### src/sv/jss_pkg.sv
// ----------------------------------------------------------------------------
// Jump search sorted table: shared package
// Sizes, operation codes and the command and status bundles that pass
// between the controller and the datapath.
// ----------------------------------------------------------------------------
package jss_pkg;

    localparam int DEFAULT_TABLE_DEPTH = 1024;
    localparam int DEFAULT_KEY_WIDTH   = 32;

    // Fixed widths of the ports.
    localparam int COUNT_W   = 11;
    localparam int ADDR_W    = 10;
    localparam int KEY_IN_W  = 32;
    localparam int MAX_KEY_W = 64;

    // The entry count never exceeds 2047, so its square root fits in six bits.
    localparam int ROOT_W    = 6;
    localparam int ROOT_BIT_W = 3;
    // Block limits run up to the count plus one stride.
    localparam int LIMIT_W   = 12;

    // Operation codes of an input transaction.
    localparam logic OP_WRITE  = 1'b0;
    localparam logic OP_SEARCH = 1'b1;

    typedef struct packed {
        logic write;       // store the incoming key in the table
        logic start;       // capture the search key and clear the root
        logic sqrt_step;   // one bit of the square root
        logic jump_init;   // first block limit is the stride, base is zero
        logic rd_scan;     // read at the base rather than at the block end
        logic jump_adv;    // move to the next block
        logic scan_adv;    // move to the next entry within the block
        logic res_hit;     // result is a match at the base
        logic res_miss;    // result is not found
        logic out_load;    // copy the result into the output register
    } cmd_t;

    typedef struct packed {
        logic empty;       // no entries in use
        logic sqrt_last;   // final square root bit is being decided
        logic less;        // entry read is below the search key
        logic equal;       // entry read equals the search key
        logic limit_ge_n;  // current block limit reaches the entry count
        logic scan_end;    // next entry would leave the current block
    } status_t;

endpackage

### src/sv/jss_ctrl.sv
// ----------------------------------------------------------------------------
// Jump search sorted table: controller
// Sequences one transaction at a time, a write at once and a search through
// the square root, block jumps and linear scan; owns the output valid flag.
// ----------------------------------------------------------------------------
module jss_ctrl (
    input  logic             clk,
    input  logic             rst_n,
    input  logic             in_valid,
    input  logic             operation,
    input  logic             out_stall,
    input  jss_pkg::status_t status,
    output jss_pkg::cmd_t    cmd,
    output logic             in_stall,
    output logic             out_valid
);

    localparam logic [2:0] S_IDLE  = 3'd0;
    localparam logic [2:0] S_SQRT  = 3'd1;
    localparam logic [2:0] S_JINIT = 3'd2;
    localparam logic [2:0] S_JREAD = 3'd3;
    localparam logic [2:0] S_JCMP  = 3'd4;
    localparam logic [2:0] S_SREAD = 3'd5;
    localparam logic [2:0] S_SCMP  = 3'd6;
    localparam logic [2:0] S_DONE  = 3'd7;

    logic [2:0] state_reg;
    logic [2:0] state_next;
    logic       out_valid_reg;
    logic       out_valid_next;
    logic       accept;
    logic       out_free;

    assign in_stall  = (state_reg != S_IDLE);
    assign accept    = in_valid && !in_stall;
    assign out_valid = out_valid_reg;
    assign out_free  = !out_valid_reg || !out_stall;

    always_comb
    begin
        cmd            = '0;
        state_next     = state_reg;
        out_valid_next = out_valid_reg && out_stall;
        unique case (state_reg)
            S_IDLE:
            begin
                if (accept)
                begin
                    if (operation == jss_pkg::OP_WRITE)
                    begin
                        cmd.write = 1'b1;
                    end
                    else if (status.empty)
                    begin
                        cmd.res_miss = 1'b1;
                        state_next   = S_DONE;
                    end
                    else
                    begin
                        cmd.start  = 1'b1;
                        state_next = S_SQRT;
                    end
                end
            end
            S_SQRT:
            begin
                cmd.sqrt_step = 1'b1;
                if (status.sqrt_last)
                begin
                    state_next = S_JINIT;
                end
            end
            S_JINIT:
            begin
                cmd.jump_init = 1'b1;
                state_next    = S_JREAD;
            end
            S_JREAD:
            begin
                state_next = S_JCMP;
            end
            S_JCMP:
            begin
                if (status.less)
                begin
                    cmd.jump_adv = 1'b1;
                    if (status.limit_ge_n)
                    begin
                        cmd.res_miss = 1'b1;
                        state_next   = S_DONE;
                    end
                    else
                    begin
                        state_next = S_JREAD;
                    end
                end
                else
                begin
                    cmd.rd_scan = 1'b1;
                    state_next  = S_SREAD;
                end
            end
            S_SREAD:
            begin
                cmd.rd_scan = 1'b1;
                state_next  = S_SCMP;
            end
            S_SCMP:
            begin
                cmd.rd_scan = 1'b1;
                if (status.less)
                begin
                    cmd.scan_adv = 1'b1;
                    if (status.scan_end)
                    begin
                        cmd.res_miss = 1'b1;
                        state_next   = S_DONE;
                    end
                    else
                    begin
                        state_next = S_SREAD;
                    end
                end
                else if (status.equal)
                begin
                    cmd.res_hit = 1'b1;
                    state_next  = S_DONE;
                end
                else
                begin
                    cmd.res_miss = 1'b1;
                    state_next   = S_DONE;
                end
            end
            S_DONE:
            begin
                if (out_free)
                begin
                    cmd.out_load   = 1'b1;
                    out_valid_next = 1'b1;
                    state_next     = S_IDLE;
                end
            end
            default:
            begin
                state_next = S_IDLE;
            end
        endcase
    end

    always_ff @(posedge clk or negedge rst_n)
    begin
        if (!rst_n)
        begin
            state_reg     <= S_IDLE;
            out_valid_reg <= 1'b0;
        end
        else
        begin
            state_reg     <= state_next;
            out_valid_reg <= out_valid_next;
        end
    end

endmodule

### config.mk
export PLATFORM = sky130hd
export DESIGN_NAME = jss_ctrl
export DESIGN_NICKNAME = d
export VERILOG_FILES = /design/src/sv/jss_pkg.sv /design/src/sv/jss_ctrl.sv
export SDC_FILE = /design/constraint.sdc
export NUM_CORES = 1
export LEC_CHECK = 0
export BUFFER_PORTS_ARGS = -buffer_cell sky130_fd_sc_hd__buf_4
export CAP_MARGIN = 20
export CORE_AREA = 2 2 39 41
export CTS_CLUSTER_DIAMETER = 80
export CTS_CLUSTER_SIZE = 8
export DETAILED_ROUTE_END_ITERATION = 8
export DIE_AREA = 0 0 41 43
export GPL_TIMING_DRIVEN = 1
export MAX_ROUTING_LAYER = met4
export SLEW_MARGIN = 20
export SYNTH_ARGS = -nofsm -noshare
export SYNTH_HDL_FRONTEND = slang
export SYNTH_SLANG_ARGS = --single-unit
export TNS_END_PERCENT = 30
### constraint.sdc
create_clock -name clk -period 1.45 [get_ports clk]
set_input_delay 0.2175 -clock clk [delete_from_list [all_inputs] [get_ports clk]]
set_output_delay 0.2175 -clock clk [all_outputs]
set_load 0.02 [all_outputs]
==> qor.txt, run 1 <==
outcome = finished, violations left
violated checks = setup timing
I/O Buffers = 22
CTS buffer count = 3
synthesized flop and latch total = 4
Synth Area in Compound Gates = 0.177
Commonest cells post-synth = 8 x nand2_1, 5 x nand3_1, 4 x dfrtp_1
Vias/cell = 5.02
Synth Area in Simple Gates = 0.517
total track usage = 0.157
Leakage = 0.368 nW
Rel. slew slack = 0.834
power per cell area = 2070 nW/µm²
vias in the first global route = 436
Period Utilization, post-route = 1.10
syn_nets = 58
count of different cell masters after synthesis = 22
antenna cells = 0
core box area = 1380 µm²
total number of vias = 477
min-delay src = out_stall
chip height = 43 µm
worst r2r src = state_reg[1]
worst vdd rail ir drop = 0.000796 V
max reg flops = 3
number of synthesized flops with an enable pin = 0
DRC violations left = 0
Reg2Reg Depth = 4
crit path DAT = 1.38 ns
crit path time final = 1.59 ns
Worst R2R End = state_reg[2]
H-tree levels = 1
Setup violations, final = 6
drt initial violations = 6
post-DP HPWL = 825 µm
Skew-Pair Late Insertion Delay = 0.24 ns
antenna violations before repair = 0
Critical Path Source Type = flop
Synth Area in XOR/XNOR = 0
IO Count = 23
first-pass GRT wire length = 1840 µm
die width = 41 µm
Post-synth ARST share = 1.00
TritonCTS clock tree = built
RSZ-0062 raised after global routing = true
largest family of logic cells by synthesized area = simple AND/OR/NAND/NOR gates
Yosys top cell by area = dfrtp_1
cell area after synthesis = 375 µm²
sequential element share of the synthesized area = 0.267
crit path from = state_reg[2]
max-slew violations = 0
synth top area cells = dfrtp_1 27%, nand2_1 8.0%, and3b_1 7.0%
GPL Wtd Cong = 0.820
Final ANT Viol Nets = 0
Worst Setup End Kind = output pin
critical path's slowest cell = or3_4
worst min-delay path class = in2reg
Routed WL = 1190 µm
CTS Root Cell = clkbuf_4
CTS Buffer Depth = 2
Max-cap violations = 0
fmax = 628 MHz
Final nets = 92
Synthesis Warnings = 0
Top FF cell, synth = dfrtp_1
worst setup path end = cmd[1]
critical path fanouts, max = 4
Area Growth Syn to Fin = 97.3%
adder-cell share of the synthesized area = 0
CP required = 1.23 ns
Reg clk slew, reported paths = 0.04 ns
Worst Path Buf+Inv = 1
worst hold slack = 0.278 ns
Rows = 14
post-layout util = 0.535
post-route setup slack = -0.143 ns
CTS sink cnt = 4
Initial Util = 0.271
clk_skew = 0.00550 ns
wire per inst = 12.5 µm
layout cells sized above 1 = 0.658
TritonRoute pass-1 iters = 4
Syn Inst Count = 47
CP max stage delay = 0.42 ns
Critical Path Stages = 4
global route overflow = 0
die area = 1760 µm²
area share of the largest cell type after synthesis = 0.267
Top delay family on crit path = simple AND/OR/NAND/NOR gates
synthesized area per cell = 7.99 µm²
CP Class = reg2out
mux cell area share after synthesis = 0
Slew @ Worst Pin = 0.247 ns
CP cell instances = or3_4 -> nand2b_4 -> nand3_2 -> buf_6
endpoints failing hold = 0
register-to-register setup slack = 0.02 ns
largest net degree at the start of global routing = 13
top-count cell post-synth = nand2_1
[metrics by stage]
stage / total power [mW] / TNS (ns) / area, µm² / setup slack [ns] / cells
after floorplan: 0.755 / -0.273 / 380 / -0.101 / 47
after global placement: 1.12 / 0 / 596 / 0.0764 / 88
after detailed placement: 1.11 / 0 / 596 / 0.0596 / 88
after CTS: 1.41 / -0.565 / 687 / -0.139 / 95
after global routing: 1.65 / -1.06 / 741 / -0.203 / 95
final: 1.54 / -0.555 / 741 / -0.143 / 95
[routing by layer]
layer,track usage,part of all wire,vias up
met5,-,0,-
met4,0.0600,0.016,0
met3,0.0314,0.041,2
met2,0.234,0.53,12
met1,0.201,0.41,226
li1,-,-,237
[cells by family after synthesis]
logic type / Yosys count
simple gates: 32
compound gates: 8
flops: 4
buf+inv: 3
[final cells by class]
class	count	area, µm²
clock buffers	3	22.5
fillers	124	643
repair buffers	32	265
well taps	16	20.0
multi-input cells	40	333
flip-flops and latches	4	100
[cells in the final DEF, fill, tap and decap left out, types with 2 or more instances in the layout]
cell type  netlist  final
nand3_2          0      3
nand3_1          5      2
buf_4            0     25
nor3b_2          0      3
buf_6            0      6
a21oi_2          0      2
and3b_1          3      3
dfrtp_1          4      4
nand2b_1         2      2
clkbuf_4         0      3
nand2_1          8      6
[worst min path at each step]
| stage | end | slack, ns | cells after the start |
|---|---|---|---|
| 6_report | out_valid | 0.28 | 3 |
| 5_1_grt | out_valid | 0.30 | 3 |
| 4_1_cts | out_valid | 0.26 | 3 |
| 3_5_place_dp | state_reg[1] | 0.02 | 1 |
| 3_3_place_gp | state_reg[1] | 0.02 | 1 |
| 2_1_floorplan | out_valid | -0.08 | 0 |
[what timing repair did]
item | 4_1_cts | 5_1_grt
gates resized for setup | 9 | 12
pin swaps | 0 | 2
setup endpoints to repair | 8 | 12
setup buffers | 3 | 0
hold buffers | 1 | 0
hold endpoints to repair | 4 | 0
[worst min-delay path, delay by kind of cell]
kind | cells | cell delay, ns
buf+inv | 1 | 0.10
simple gates | 2 | 0.17
[power breakdown]
part	switching, mW	total [mW]	internal (mW)
Sequential	0.0529	0.225	0.173
Clock	0.0519	0.145	0.0930
Combinational	0.588	1.17	0.577
Total	0.693	1.54	0.843
Power figures use the tool's default switching activity.
==> run 2, diff against run 1 <==
==> constraint.sdc (replaced) <==
create_clock -name clk -period 1.7 [get_ports clk]
set_input_delay 0.255 -clock clk [delete_from_list [all_inputs] [get_ports clk]]
set_output_delay 0.255 -clock clk [all_outputs]
set_load 0.02 [all_outputs]
==> run 2 against run 1 <==
Effect of this change:
- the flow now finishes without violations
- critical path type unchanged
- setup slack better by 0.18 ns
- via count down 8.2%
- first-iteration DRC count up 50%
- sequential cell count unchanged
==> qor.txt, run 2 (synthesized netlist as in run 1, its figures left out) <==
met1 wire length = 403 µm (-17%)
Final ANT Viol Nets = 0 (unchanged)
CP max stage delay = 0.47 ns (+0.05 ns)
Initial Util = 0.271 (unchanged)
Skew-Pair Late Insertion Delay = 0.22 ns (-0.02 ns)
H-tree levels = 1 (unchanged)
core box area = 1380 µm² (unchanged)
RSZ-0062 raised after global routing = true
CTS buffer count = 3 (unchanged)
CTS Root Cell = clkbuf_4
Leakage = 0.309 nW (-16%)
Worst Setup End Kind = output pin
Area Growth Syn to Fin = 64.7%
CP required = 1.44 ns (+0.21 ns)
vias in the first global route = 366 (-16%)
Post-CTS Setup Repair Bufs = 0 (-3)
Rows = 14 (unchanged)
CTS sink cnt = 4 (unchanged)
Reg clk slew, reported paths = 0.03 ns (about the same)
Setup violations, final = 0 (-6)
wire per inst = 10.6 µm (-15%)
commonest non-fill, non-tap cell in the layout = buf_4
Max-cap violations = 0 (unchanged)
GPL Wtd Cong = 0.726 (-11%)
Vias/cell = 4.98 (-0.87%)
Worst Path Buf+Inv = 1 (unchanged)
max-slew violations = 0 (unchanged)
TritonCTS clock tree = built
Critical Path Source Type = flop
worst vdd rail ir drop = 0.000497 V (-38%)
Reg area = 103 µm² (+2.5%)
global route overflow = 0 (unchanged)
antenna violations before repair = 0 (unchanged)
Rel. slew slack = 0.847 (+0.0128)
clk_skew = 0.000260 ns (-0.00524 ns)
largest net degree at the start of global routing = 13 (unchanged)
Met2 Wirelength = 478 µm (-25%)
outcome = finished, final reports clean
critical path's slowest cell = dfrtp_2
Period Utilization, post-route = 0.979
total number of vias = 438 (-8.2%)
chip height = 43 µm (unchanged)
max layer used = met3
die width = 41 µm (unchanged)
setup slack at placement = 0.224 ns (+0.165 ns)
Top delay family on crit path = simple AND/OR/NAND/NOR gates
crit path time final = 1.66 ns
Final nets = 85 (-7.6%)
area of the multi-input gates = 279 µm² (-16%)
routed wl met3 = 53 µm (+8.2%)
fmax = 601 MHz
post-DP HPWL = 707 µm (-14%)
CTS Buffer Depth = 2 (unchanged)
power per cell area = 1630 nW/µm² (-22%)
drt initial violations = 9 (+3)
TritonRoute pass-1 iters = 4 (unchanged)
critical path fanouts, max = 12 (+8)
post-route setup slack = 0.0351 ns (+0.178 ns)
most frequent cells in the layout = 23 x buf_4, 8 x nand2_1, 4 x nand3_1
worst min-delay path class = in2reg
first-pass GRT wire length = 1440 µm (-22%)
Area after DPL = 561 µm² (-5.9%)
Slew @ Worst Pin = 0.230 ns (-0.0175 ns)
layout cells sized above 1 = 0.528 (-0.130)
final non-filler cell area = 618 µm² (-17%)
worst hold slack = 0.313 ns (+0.0350 ns)
DRC violations left = 0 (unchanged)
Routed WL = 935 µm (-21%)
endpoints failing hold = 0 (unchanged)
CP cell instances = or3_4 -> nand2b_4 -> nand3_2 -> buf_6
die area = 1760 µm² (unchanged)
CP Class = reg2out
antenna cells = 0 (unchanged)
total track usage = 0.118 (-0.0391)
max reg flops = 3 (unchanged)
I/O Buffers = 22 (unchanged)
crit path DAT = 1.41 ns (+0.03 ns)
IO Count = 23 (unchanged)
filler cell count = 142 (+15%)
[run 2: cell types whose count changed in the layout (fill, tap and decap cells not counted), sizes merged]
cell  change
buf       -7
[run 2: what timing repair did]
item                                    in CTS  in global routing
endpoints found under the setup margin       3                  4
endpoints found under the hold margin        4                  0
hold buffers                                 1                  0
gates resized for setup                      3                  5
pin swaps                                    0                  0
[run 2: where the power goes]
group / internal (mW) / switching (mW)
Sequential: 0.152 / 0.0785
Clock: 0.0785 / 0.0316
Combinational: 0.321 / 0.344
[run 2: layout make-up]
class	instances	area share
clock buffers	3	0.0364
multi-input cells	40	0.451
flip-flops and latches	4	0.166
well taps	16	0.0324
repair buffers	25	0.314
[run 2: through the flow]
stage          TNS (ns)  utilization  instances  power, mW
5_1_grt         -0.0327        0.447         88       1.09
6_report              0        0.447         88       1.01
3_3_place_gp          0        0.405         84      0.867
4_1_cts               0        0.432         88       1.00
2_1_floorplan         0            -         47      0.642
3_5_place_dp          0        0.405         84      0.868
[run 2: routing by layer]
metal / up-vias / global-route usage
met5: - / -
met4: 0 / 0.0600
met3: 0 / 0.0157
met2: 11 / 0.163
met1: 201 / 0.163
li1: 226 / -
[run 2: worst min-delay path: stages]
cell,delay [ns]
buf_4,0.09
nand2_1,0.09
nand2_1,0.07
[run 2: final timing paths]
check / depth (start not counted) / end / slack, ns / startpoint
setup / recovery: 4 / cmd[1] / 0.04 / state_reg[1]
hold / removal: 3 / out_valid / 0.31 / out_stall
setup reg to reg: 4 / state_reg[2] / 0.24 / state_reg[0]
hold reg to reg: 2 / out_valid / 0.60 / out_valid
max in group asynchronous: 2 / state_reg[1] / 1.22 / rst_n
min in group asynchronous: 2 / state_reg[0] / 0.37 / rst_n
==> run 3, diff against run 2 <==
--- a/config.mk
+++ b/config.mk
@@ -14,6 +14,7 @@
 export DIE_AREA = 0 0 41 43
 export GPL_TIMING_DRIVEN = 1
 export MAX_ROUTING_LAYER = met4
+export SETUP_SLACK_MARGIN = 0.4
 export SLEW_MARGIN = 20
 export SYNTH_ARGS = -nofsm -noshare
 export SYNTH_HDL_FRONTEND = slang
==> run 3 against run 2 <==
Effect of this change:
- sequential power shrank 22%
- sequential cell count stayed put
- die area unchanged
- final cell count increased by 2.3%
- fmax is 2.0% higher
- global-route usage is 1.4 points higher
- clock skew about the same
- critical endpoint unchanged
- power grew 7.1%
- wire length is 9.3% higher
- count of clock-buffer cells in the layout unchanged
- highest routed layer unchanged
==> qor.txt, run 3 (synthesized netlist as in run 1, its figures left out) <==
Worst Setup End Kind = output pin
IO Count = 23 (unchanged)
worst vdd rail ir drop = 0.00113 V (+130%)
total number of vias = 454 (+3.7%)
clk_skew = 0.000417 ns (+0.000157 ns)
filler cell count = 145 (+2.1%)
Area Growth Syn to Fin = 74.3%
chip height = 43 µm (unchanged)
Fin Setup TNS = 0 ns (unchanged)
critical path fanouts, max = 4 (-8)
Leakage = 0.335 nW (+8.2%)
clock share of power = 0.110 (about the same)
Cell Int Power = 0.585 mW (+6.1%)
Area after DPL = 608 µm² (+8.5%)
CTS buffer count = 3 (unchanged)
Worst R2R End = state_reg[2]
CTS sink cnt = 4 (unchanged)
TritonCTS clock tree = built
CTS Buffer Depth = 2 (unchanged)
max reg flops = 3 (unchanged)
CP required = 1.44 ns (about the same)
worst r2r src = state_reg[0]
Final nets = 87 (+2.4%)
DRC violations left = 0 (unchanged)
die area = 1760 µm² (unchanged)
power per cell area = 1650 nW/µm² (+1.2%)
wire per inst = 11.4 µm (+6.9%)
hold depth = 3 (unchanged)
layout cells sized above 1 = 0.514 (-0.0143)
Initial Util = 0.271 (unchanged)
endpoints failing hold = 0 (unchanged)
core box area = 1380 µm² (unchanged)
final non-filler cell area = 654 µm² (+5.9%)
most frequent cells in the layout = 23 x buf_4, 8 x nand2_1, 4 x nand3_1, 4 x dfrtp_1
global route overflow = 0 (unchanged)
Reg2Reg Depth = 4 (unchanged)
total track usage = 0.132 (+0.0141)
post-DP HPWL = 754 µm (+6.7%)
Reg clk slew, reported paths = 0.04 ns (about the same)
outcome = finished, final reports clean
commonest non-fill, non-tap cell in the layout = buf_4
Final ANT Viol Nets = 0 (unchanged)
Seq pwr share = 0.168 (-0.061)
critical path's slowest cell = or3_4
Routed WL = 1020 µm (+9.3%)
Slew @ Worst Pin = 0.246 ns (+0.0160 ns)
largest net degree at the start of global routing = 13 (unchanged)
TritonRoute pass-1 iters = 4 (unchanged)
Period Utilization, post-route = 0.960 (-0.0193)
Combinational Power Share = 0.722 (+0.061)
vias in the first global route = 369 (+0.82%)
Rel. slew slack = 0.836 (-0.0107)
Max-cap violations = 0 (unchanged)
GPL Wtd Cong = 0.769 (+5.9%)
drt initial violations = 16 (+7)
antenna cells = 0 (unchanged)
Vias/cell = 5.04 (+1.3%)
Skew-Pair Late Insertion Delay = 0.23 ns (about the same)
CP max stage delay = 0.43 ns (-0.04 ns)
crit path from = state_reg[2]
I/O Buffers = 22 (unchanged)
Setup violations, final = 0 (unchanged)
die width = 41 µm (unchanged)
H-tree levels = 1 (unchanged)
Rows = 14 (unchanged)
register-to-register setup slack = 0.32 ns (+0.08 ns)
crit path time final = 1.63 ns (-0.0329 ns)
RSZ-0062 raised after global routing = true
Post-CTS Setup Repair Bufs = 0 (unchanged)
worst min-delay path class = in2reg
CP cell instances = or3_4 -> nand2b_4 -> nand3_2 -> buf_6
worst setup path end = cmd[1]
CP Class = reg2out
antenna violations before repair = 0 (unchanged)
CTS Root Cell = clkbuf_4
fmax = 613 MHz (+2.0%)
first-pass GRT wire length = 1510 µm (+5.3%)
Sw Pwr = 0.492 mW (+8.3%)
Sw Ratio = 0.457 (+0.00507)
Critical Path Source Type = flop
max-slew violations = 0 (unchanged)
crit path DAT = 1.38 ns (-0.03 ns)
[run 3: metal layers]
layer / up-vias / wire length (µm) / global-route usage
li1: 228 / - / -
met1: 209 / 460 / 0.168
met2: 17 / 484 / 0.181
met3: 0 / 78 / 0.0314
met4: 0 / 0 / 0.0800
met5: - / 0 / -
[run 3: how the worst min path moves through the flow]
stage               from         to  slack (ns)
2_1_floorplan      rst_n  out_valid       -0.04
3_3_place_gp       rst_n  out_valid        0.05
3_5_place_dp       rst_n  out_valid        0.05
4_1_cts        out_stall  out_valid        0.29
5_1_grt        out_stall  out_valid        0.30
6_report       out_stall  out_valid        0.30
[run 3: power groups by stage]
stage	logic [mW]	clock network, mW	registers, mW
floorplan	0.472	0	0.196
global placement	0.764	0	0.182
detailed placement	0.760	0	0.180
CTS	0.772	0.123	0.181
global route	0.838	0.138	0.186
finish	0.777	0.118	0.181
[run 3: layout make-up]
| type | instances | area [µm²] | share of cell area |
|---|---|---|---|
| multi-input cells | 40 | 295 | 0.451 |
| repair buffers | 27 | 216 | 0.331 |
| flip-flops and latches | 4 | 100 | 0.153 |
| clock buffers | 3 | 22.5 | 0.0344 |
| well taps | 16 | 20.0 | 0.0306 |
[run 3: what timing repair did]
item,4_1_cts,5_1_grt
cloned,0,0
hold endpoints to repair,4,0
hold buffers,1,0
pin swaps,2,1
gates resized for setup,3,1
endpoints found under the setup margin,13,13
[run 3: per-stage QoR]
step / util / hold WS (ns) / total power, mW / setup WS [ns] / cells
after floorplan: - / -0.0406 / 0.669 / 0.315 / 47
after global placement: 0.439 / 0.0538 / 0.946 / 0.294 / 86
after detailed placement: 0.439 / 0.0545 / 0.940 / 0.301 / 86
after CTS: 0.471 / 0.295 / 1.08 / 0.0594 / 90
after global routing: 0.473 / 0.305 / 1.16 / 0.0204 / 90
final: 0.473 / 0.299 / 1.08 / 0.0680 / 90
[run 3: critical path: cells and delay by family (launching register included)]
family,cells,cell delay (ns)
buffers and inverters,1,0.11
flip-flops,1,0.37
AND/OR/NAND/NOR,3,0.66
